==> src/rtl/tq_pkg.sv <==
// shared types, codes and default sizes of the team queue
package tq_pkg;

	// default sizes
	localparam int ELEMENTS_DEF = 1024;
	localparam int TEAMS_DEF    = 256;
	localparam int SLOTS_DEF    = 1024;

	// field widths fixed by the item format
	localparam int ELEM_FW = 10;
	localparam int TEAM_FW = 8;

	// item kinds
	localparam logic [1:0] KIND_LOAD = 2'd0;
	localparam logic [1:0] KIND_PUSH = 2'd1;
	localparam logic [1:0] KIND_POP  = 2'd2;

	// result status codes
	localparam logic [1:0] ST_OK    = 2'd0;
	localparam logic [1:0] ST_EMPTY = 2'd1;
	localparam logic [1:0] ST_FULL  = 2'd2;

	typedef struct packed {
		logic [1:0]         kind;
		logic [ELEM_FW-1:0] element;
		logic [TEAM_FW-1:0] team;
	} item_t;

	typedef struct packed {
		logic [ELEM_FW-1:0] popped;
		logic [1:0]         status;
	} result_t;

	// controller to datapath step commands
	typedef struct packed {
		logic accept;
		logic push_a;
		logic push_b;
		logic pop_a;
		logic pop_b;
		logic pop_c;
		logic finish;
	} tq_cmd_t;

	// datapath to controller status
	typedef struct packed {
		logic full;
		logic empty;
		logic new_team;
	} tq_stat_t;

endpackage

==> src/rtl/tq_ctrl.sv <==
// sequencing state machine of the team queue
module tq_ctrl (
	input  logic            clk,
	input  logic            arst_n,
	input  logic            start,
	input  logic [1:0]      kind,
	input  tq_pkg::tq_stat_t stat,
	output logic            busy,
	output tq_pkg::tq_cmd_t cmd
);
	import tq_pkg::*;

	typedef enum logic [5:0] {
		S_IDLE   = 6'b000001,
		S_PUSH_A = 6'b000010,
		S_PUSH_B = 6'b000100,
		S_POP_A  = 6'b001000,
		S_POP_B  = 6'b010000,
		S_POP_C  = 6'b100000
	} state_t;

	state_t state_q, state_d;
	logic   long_push, long_pop;

	assign long_push = (kind == KIND_PUSH) && !stat.full;
	assign long_pop  = (kind == KIND_POP) && !stat.empty;
	assign busy      = (state_q != S_IDLE);

	always_comb begin
		state_d = state_q;
		cmd     = '0;
		case (state_q)
			S_IDLE: begin
				cmd.accept = start;
				if (start) begin
					if (long_push) begin
						state_d = S_PUSH_A;
					end else if (long_pop) begin
						state_d = S_POP_A;
					end else begin
						cmd.finish = 1'b1;
					end
				end
			end
			S_PUSH_A: begin
				cmd.push_a = 1'b1;
				if (stat.new_team) begin
					cmd.finish = 1'b1;
					state_d    = S_IDLE;
				end else begin
					state_d = S_PUSH_B;
				end
			end
			S_PUSH_B: begin
				cmd.push_b = 1'b1;
				cmd.finish = 1'b1;
				state_d    = S_IDLE;
			end
			S_POP_A: begin
				cmd.pop_a = 1'b1;
				state_d   = S_POP_B;
			end
			S_POP_B: begin
				cmd.pop_b = 1'b1;
				state_d   = S_POP_C;
			end
			S_POP_C: begin
				cmd.pop_c  = 1'b1;
				cmd.finish = 1'b1;
				state_d    = S_IDLE;
			end
			default: begin
				state_d = S_IDLE;
			end
		endcase
	end

	always_ff @(posedge clk or negedge arst_n) begin
		if (!arst_n) begin
			state_q <= S_IDLE;
		end else begin
			state_q <= state_d;
		end
	end

endmodule

==> config.mk <==
export PLATFORM = sky130hd
export DESIGN_NAME = tq_ctrl
export DESIGN_NICKNAME = d
export VERILOG_FILES = /design/src/rtl/tq_pkg.sv /design/src/rtl/tq_ctrl.sv
export SDC_FILE = /design/constraint.sdc
export NUM_CORES = 1
export LEC_CHECK = 0
export BUFFER_PORTS_ARGS = -buffer_cell sky130_fd_sc_hd__buf_2
export CAP_MARGIN = 10
export CORE_AREA = 4 4 41 43
export CTS_CLUSTER_SIZE = 12
export DETAILED_ROUTE_END_ITERATION = 7
export DIE_AREA = 0 0 45 47
export PLACE_DENSITY_LB_ADDON = 0.05
export SYNTH_ARGS = -nofsm -noshare
export SYNTH_HDL_FRONTEND = slang
export SYNTH_SLANG_ARGS = --single-unit
==> constraint.sdc <==
create_clock -name clk -period 4.6 [get_ports clk]
set_clock_uncertainty 0.2 [all_clocks]
set_input_delay 0.69 -clock clk [delete_from_list [all_inputs] [get_ports clk]]
set_output_delay 0.69 -clock clk [all_outputs]
set_load 0.02 [all_outputs]
* Word-level counts from Yosys, hierarchy flattened *
Cells that the tools add are included.

word-level totals
  register bits = 6
  input bits = 8
  output and inout bits = 8
  word-level logic and storage cells = 34

operators by class
  eq/ne operators = 11
  multiplexer cells = 16
  reduce and logical (&&, ||, !) cells = 6

operator list
  kind                                                              count
  6-bit case mux with 4 select lines                                1
  6-bit two-way mux                                                 3
  1-bit two-way mux                                                 10
  6-bit by 1-bit == test with 1-bit output (second input constant)  1
  6-bit by 2-bit == test with 1-bit output (second input constant)  1
  6-bit by 3-bit == test with 1-bit output (second input constant)  1
  6-bit by 4-bit == test with 1-bit output (second input constant)  1
  6-bit by 5-bit == test with 1-bit output (second input constant)  1
  6-bit == test (second input constant)                             1
  6-bit by 1-bit != test with 1-bit output (second input constant)  1
  3-bit two-way mux                                                 1
  3-bit != test (second input constant)                             1
  1-bit case mux with 3 select lines                                1
  2-bit by 1-bit == test with 1-bit output (second input constant)  1
  2-bit == test (second input constant)                             1
  1-bit logical AND                                                 2
  1-bit zero test                                                   2
  2-bit != test (second input constant)                             1
  2-bit AND reduction                                               1
  2-bit OR reduction                                                1

* Longest topological paths before layout *
Gate-level depths: netlist of run 1.

  depth in word-level cells = 6
  mapped depth = 4
  mapped depth without buffers = 3

* Worst setup path before layout of run 1 *
No wires, ideal clock.

  kind = flip-flop to output port
  start = reg state_q[4]
  end = out cmd[1] (netlist bit)
  data arrival time = 1.283 ns
  data required time = 3.710 ns
  path slack = 2.427 ns
  cell stages (with the launch flop) = 5
  path buffers = 1
  cells stage by stage = dfrtp_1 -> buf_2 -> nor2_1 -> nand2_1 -> nor3b_1

RTL lines
  element                   line           text
  start: declaration        tq_ctrl.sv:22  state_t state_q, state_d;
  start signal: assignment  tq_ctrl.sv:82  state_q <= state_d;
  end: declaration          tq_ctrl.sv:9   output tq_pkg::tq_cmd_t cmd

==> key figures, run 1 <==
Critical path
  • CP Capture Type: output pin
  • End of the worst register-to-register path: state_q[2]
  • FF-to-FF setup slack: 3.11 ns
  • Worst EP arrival: 1.70 ns
  • CP startpoint kind: flop
  • Worst-path maximum fanout: 9
  • RR Startpoint: state_q[3]
  • R2R cell count: 3
  • Worst EP required: 3.71 ns
  • CP Class: reg -> out

Route
  • Final ANT Viol Nets: 0
  • Starting DRT DRC Count: 2
  • Via-per-instance ratio: 5.12
  • Routed WL per cell: 12.5 um
  • First-pass iteration count of the detailed router: 2
  • WL final: 966 um
  • Vias post-DR: 394
  • Remaining DRCs: 0

Logic synthesis
  • Mapped Cells: 45
  • Register area share after synthesis: 34.9%
  • EDFF count, synth: 0
  • Synth unique cells: 25
  • Mean Syn Cell Area: 9.65 um^2
  • Mapped Area: 434 um^2
  • Post-synth top cells: nor3b_1, dfrtp_1, nor2_1, nand2_1
  • Post-synthesis async set-or-reset flop share: 100%
  • Leading cell type by number of instances after synthesis: nor3b_1
  • Synth area leaders: dfrtp_1, nor3b_1, dfstp_2
  • Synth area leader: dfrtp_1
  • Share of the synthesized area in the top cell type: 28.8%
  • Syn_nets: 53
  • Ys Warns: 0
  • Synth Flop Type: dfrtp_1
  • Flop and latch count out of synthesis: 6

Clocking
  • H-Tree Depth: 1
  • Setup repair bufs after CTS: 0
  • Post-CTS Hold Buffers: 0
  • Post_cts resized: 0
  • Clk buf depth: 2
  • Clock sinks: 6
  • CTS Buf Count: 3
  • CTS Root Cell: clkbuf_4
  • CTS clk-pin slew, worst paths: 0.06 ns
  • TritonCTS clock tree: done
  • Clock latency on the worst-skew pair: 0.26 ns

STA
  • Headroom to the max-slew limit: 74.5%
  • Setup Viol. Count Final: 0
  • Worst-Margin Slew: 0.378 ns
  • RSZ-0062 raised after global routing: no
  • Final max-slew violation count: 0
  • Max frequency: 386 MHz
  • Final min period: 2.59 ns
  • Worst setup margin: 2.01 ns
  • Setup TNS: 0 ns
  • Final Cycle Share: 56.3%
  • Fin. Hold Viols: 0

GRT
  • Number of global-route vias before repair: 358
  • First-pass GRT wire length: 1.61 mm
  • Pin count of the biggest net entering global routing: 10
  • Gr usage total: 11.1%
  • Initial antenna violation count: 0
  • Grt ovf: 0

Placement
  • DP HPWL: 762 um
  • Pre-CTS setup slack: 2.25 ns
  • Placed Instances: 73
  • Gp weighted congestion: 0.688
  • Placed cell area: 512 um^2
  • Port Buffer Count: 15

Power and ir drop
  • Clk pwr share: 24.5%
  • Internal: 0.136 mW
  • Power per cell area: 423 mW/mm^2
  • Max VDD drop: 0.208 mV
  • Flop pwr share: 33.0%
  • Logic pwr share: 42.4%
  • Net switching power: 0.0916 mW
  • Switching Fraction: 40.2%
  • Leakage power: 0.269 nW

Cells and area
  • Biggest regs: state_q (6)
  • Share of cells above drive strength 1: 33.9%
  • Biggest register: state_q
  • Synthesis-to-finish area growth: 23.9%
  • Final instance area: 538 um^2
  • Number of flip-flops in the largest register: 6
  • Final cell count without fillers: 77
  • Final core occ: 41.3%
  • ANT cells: 0
  • Fin nets: 71
  • Fill cells: 139

Floorplan
  • Die W: 45 um
  • Initial Utilization: 33.4%
  • Die height: 47 um
  • Core area: 0.00130 mm^2
  • Die area: 0.00212 mm^2
  • Rows: 13
  • IO Pins: 16

Worst hold path
  • Hold Path Class: in -> async

Job
  • Number of max-cap violations: 0

Status
  • Status: completed
## area by class of cell
cell class	count	area (um^2)	area share, %
inverter	2	7.51	1.40
clock buffer	4	26.3	4.88
multi-input combinational	35	259	48.1
timing repair buffer	15	75.1	14.0
tap	15	18.8	3.49
sequential	6	151	28.1
## per-layer routing
| metal | vias to the layer above | GRT usage (%) | wire length (um) |
|---|---|---|---|
| met5 | - | 0 | 0 |
| met4 | 0 | 10.5 | 35 |
| met3 | 5 | 1.53 | 54 |
| met2 | 12 | 16.1 | 427 |
| met1 | 177 | 14.1 | 449 |
| li1 | 200 | - | - |
## power groups by stage
stage                     Combinational [mW]  Clock, mW  Sequential (mW)
final                                 0.0967     0.0559           0.0752
after CTS                             0.0981     0.0581           0.0753
after global placement                0.0999          0           0.0767
after floorplan                       0.0809          0           0.0690
after global routing                   0.106     0.0602           0.0774
after detailed placement              0.0977          0           0.0763
## layout by cell type (no fill, tap or decap)
cell type   n
buf_2      15
nor3b_1     7
nor2_1      5
dfrtp_1     5
nand2_1     3
clkbuf_4    3
nor2b_1     2
and2_1      2
nand3_1     2
inv_1       2
nor4_4      1
a21o_1      1
xnor2_1     1
o221ai_2    1
nor4bb_1    1
nand4bb_1   1
o2111a_1    1
and2b_1     1
xor2_1      1
o21ai_0     1
o211a_1     1
a311oi_1    1
nand4b_1    1
o211ai_1    1
clkbuf_1    1
dfstp_2     1
## how the worst max path moves through the flow
stage	from	end	depth (start not counted)
finish	state_q[3]	cmd[0]	4
global route	state_q[3]	cmd[0]	4
CTS	state_q[3]	cmd[0]	4
detailed placement	kind[1]	cmd[0]	5
global placement	kind[1]	cmd[0]	5
floorplan	state_q[4]	cmd[1]	4
## cell families (layout without fill, tap and decap cells)
family / count (synthesis) / in the layout / share of synthesized area, %
AND/OR/NAND/NOR: 26 / 26 / 40.6
flip-flops: 6 / 6 / 34.9
AO/OA/AOI/OAI: 7 / 7 / 15.0
buffers and inverters: 4 / 21 / 5.47
XOR/XNOR: 2 / 2 / 4.04
## per-stage QoR
step | power, mW | hold WS [ns]
6_report | 0.228 | 0.0497
4_1_cts | 0.231 | 0.0425
2_1_floorplan | 0.150 | 0.194
3_5_place_dp | 0.174 | 0.326
3_3_place_gp | 0.177 | 0.325
5_1_grt | 0.244 | 0.0509
## critical path: stages, from the launching register on
cell	delay, ns
dfrtp_1	0.49
nor4_4	0.42
nand3_1	0.17
o221ai_2	0.17
buf_2	0.18
No activity file was read; power rests on OpenSTA's default activity.
==> run 2, diff against run 1 <==
Settings changed: ABC_AREA set to 1.
Clock period 4.6 ns to 2.7 ns, I/O delays scaled along.
==> key figures, run 2 <==
Status
  • Status: completed

Clocking
  • CTS clk-pin slew, worst paths: 0.05 ns (about the same)
  • CTS Buf Count: 3 (unchanged)
  • CTS Root Cell: clkbuf_4
  • Clock sinks: 6 (unchanged)
  • Post_cts resized: 0 (unchanged)
  • TritonCTS clock tree: done
  • Clock latency on the worst-skew pair: 0.24 ns (-0.02 ns)
  • H-Tree Depth: 1 (unchanged)
  • Clk buf depth: 2 (unchanged)
  • Setup repair bufs after CTS: 0 (unchanged)

Cells and area
  • Share of cells above drive strength 1: 34.1% (+0.28 points)
  • Final instance area: 541 um^2 (+0.47%)
  • Synthesis-to-finish area growth: 31.7%
  • Number of flip-flops in the largest register: 6 (unchanged)
  • Fin nets: 91 (+28%)
  • Biggest regs: state_q (6)
  • Commonest non-fill, non-tap cell in the layout: inv_1
  • Fill cells: 145 (+4.3%)
  • Biggest register: state_q
  • ANT cells: 0 (unchanged)
  • Commonest cells after routing, fill and taps aside: inv_1, buf_2, nand2_1, nor2_1

Critical path
  • CP Class: reg -> out
  • CP startpoint kind: flop
  • CP Capture Type: output pin
  • Worst EP required: 2.10 ns (-1.61 ns)
  • Worst EP arrival: 1.41 ns (-0.29 ns)
  • Worst-path maximum fanout: 4 (-5)

Logic synthesis
  • Register area share after synthesis: 36.9% (+2.0 points)
  • Share of the synthesized area in the top cell type: 30.5% (+1.7 points)
  • Synth Area in Adders: 0% (unchanged)
  • Simple-gate share of the synthesized area: 39.0% (-1.6 points)
  • Mux cell area share after synthesis: 0% (unchanged)
  • Main combinational cell family by area after synthesis: simple AND/OR/NAND/NOR gates
  • Synth area leader: dfrtp_1
  • Mapped Area: 410 um^2 (-5.5%)
  • Mapped Cells: 62 (+38%)
  • Synth Flop Type: dfrtp_1
  • Ys Warns: 0 (unchanged)
  • Mean Syn Cell Area: 6.62 um^2 (-31%)
  • EDFF count, synth: 0 (unchanged)
  • Leading cell type by number of instances after synthesis: inv_1
  • Compound-Gate Fraction of Synth Area: 6.71% (-8.3 points)
  • Post-synth top cells: inv_1, nand2_1, nor2_1, dfrtp_1, nand3_1
  • Synth area leaders: dfrtp_1, inv_1, nand2_1
  • Post-synthesis async set-or-reset flop share: 100% (unchanged)
  • Flop and latch count out of synthesis: 6 (unchanged)
  • Syn_nets: 70 (+32%)
  • Synth unique cells: 16 (-36%)
  • XOR/XNOR share of the synthesized area: 0% (-4.0 points)

Floorplan
  • Rows: 13 (unchanged)
  • Die height: 47 um (unchanged)
  • Die area: 0.00212 mm^2 (unchanged)
  • Initial Utilization: 31.5% (-1.8 points)
  • Die W: 45 um (unchanged)
  • Core area: 0.00130 mm^2 (unchanged)
  • IO Pins: 16 (unchanged)

Job
  • Number of max-cap violations: 0 (unchanged)

STA
  • Headroom to the max-slew limit: 84.9% (+10 points)
  • Max frequency: 497 MHz
  • Final min period: 2.01 ns
  • Final max-slew violation count: 0 (unchanged)
  • Worst-Margin Slew: 0.225 ns (-0.153 ns)
  • Fin. Hold Viols: 0 (unchanged)
  • Setup TNS: 0 ns (unchanged)
  • Setup Viol. Count Final: 0 (unchanged)
  • RSZ-0062 raised after global routing: no
  • Final Cycle Share: 74.5%

Route
  • Starting DRT DRC Count: 5 (+3)
  • WL final: 829 um (-14%)
  • Remaining DRCs: 0 (unchanged)
  • Final ANT Viol Nets: 0 (unchanged)
  • Vias post-DR: 401 (+1.8%)
  • Via-per-instance ratio: 4.13 (-19%)
  • First-pass iteration count of the detailed router: 4 (+2)
  • Routed WL per cell: 8.55 um (-32%)

Power and ir drop
  • Tot Pwr: 0.423 mW (+86%)
  • Power per cell area: 783 mW/mm^2 (+85%)
  • Leakage power: 0.356 nW (+32%)
  • Max VDD drop: 0.318 mV (+53%)

GRT
  • Pin count of the biggest net entering global routing: 7 (-3)
  • Initial antenna violation count: 0 (unchanged)
  • Gr usage total: 10.3% (-0.79 points)
  • Number of global-route vias before repair: 386 (+7.8%)
  • Grt ovf: 0 (unchanged)
  • First-pass GRT wire length: 1.52 mm (-5.6%)

Placement
  • Placed cell area: 504 um^2 (-1.5%)
  • Gp weighted congestion: 0.756 (+9.9%)
  • DP HPWL: 731 um (-4.0%)
  • Port Buffer Count: 15 (unchanged)

Worst hold path
  • Hold Path Class: in -> reg
==> run 2: final timing paths <==
path / from / end / slack, ns / cells after the start
max: state_q[2] / cmd[0] / 0.69 / 6
min: stat[0] / state_q[2] / 0.12 / 2
max reg2reg: state_q[2] / state_q[0] / 1.42 / 5
min reg2reg: state_q[3] / state_q[3] / 0.40 / 2
max in group asynchronous: arst_n / state_q[0] / 1.78 / 2
min in group asynchronous: arst_n / state_q[2] / 0.31 / 2
==> run 2: power breakdown <==
part / total (mW) / switching, mW / internal (mW)
logic: 0.210 / 0.139 / 0.0712
clock network: 0.0913 / 0.0351 / 0.0562
registers: 0.122 / 0.0110 / 0.111
total: 0.423 / 0.185 / 0.238
==> run 2: critical path: stages (launching register included) <==
cell and delay, ns:
dfrtp_1 0.39, nor2_2 0.19, nand3_1 0.17, nor2_2 0.14
nor2_1 0.06, nand2_1 0.05, buf_2 0.15
==> run 2: cell families after synthesis <==
kind of cell / Yosys count
AOI/OAI and AO/OA: 4
and+or+nand+nor: 33
buffers and inverters: 19
DFF: 6
==> run 2: cell type report <==
cell class	instances	area [um^2]	share of cell area, %
timing repair buffer	16	85.1	15.7
clock buffer	4	26.3	4.86
sequential	6	151	28.0
inverter	19	71.3	13.2
tap	15	18.8	3.47
multi-input combinational	37	188	34.7
==> run 2: repair_timing <==
item / 4_1_cts / 5_1_grt
hold buffers: 1 / 0
endpoints found under the setup margin: 0 / 0
endpoints found under the hold margin: 6 / 0
==> run 2: per-layer routing <==
metal | track usage, % | vias up | wire length, um
met5 | 0 | - | 0
li1 | - | 223 | -
met2 | 13.6 | 7 | 383
met4 | 8.77 | 0 | 14
met1 | 14.1 | 169 | 394
met3 | 2.30 | 2 | 36
==> run 2: per-stage QoR <==
step / std cells / hold slack [ns] / worst slack [ns] / util, %
4_1_cts: 97 / 0.108 / 0.649 / 41.5
3_3_place_gp: 92 / 0.0371 / 0.891 / 38.8
6_report: 97 / 0.121 / 0.689 / 41.5
2_1_floorplan: 62 / -0.0906 / 0.949 / -
5_1_grt: 97 / 0.114 / 0.514 / 41.5
3_5_place_dp: 92 / 0.0352 / 0.931 / 38.8
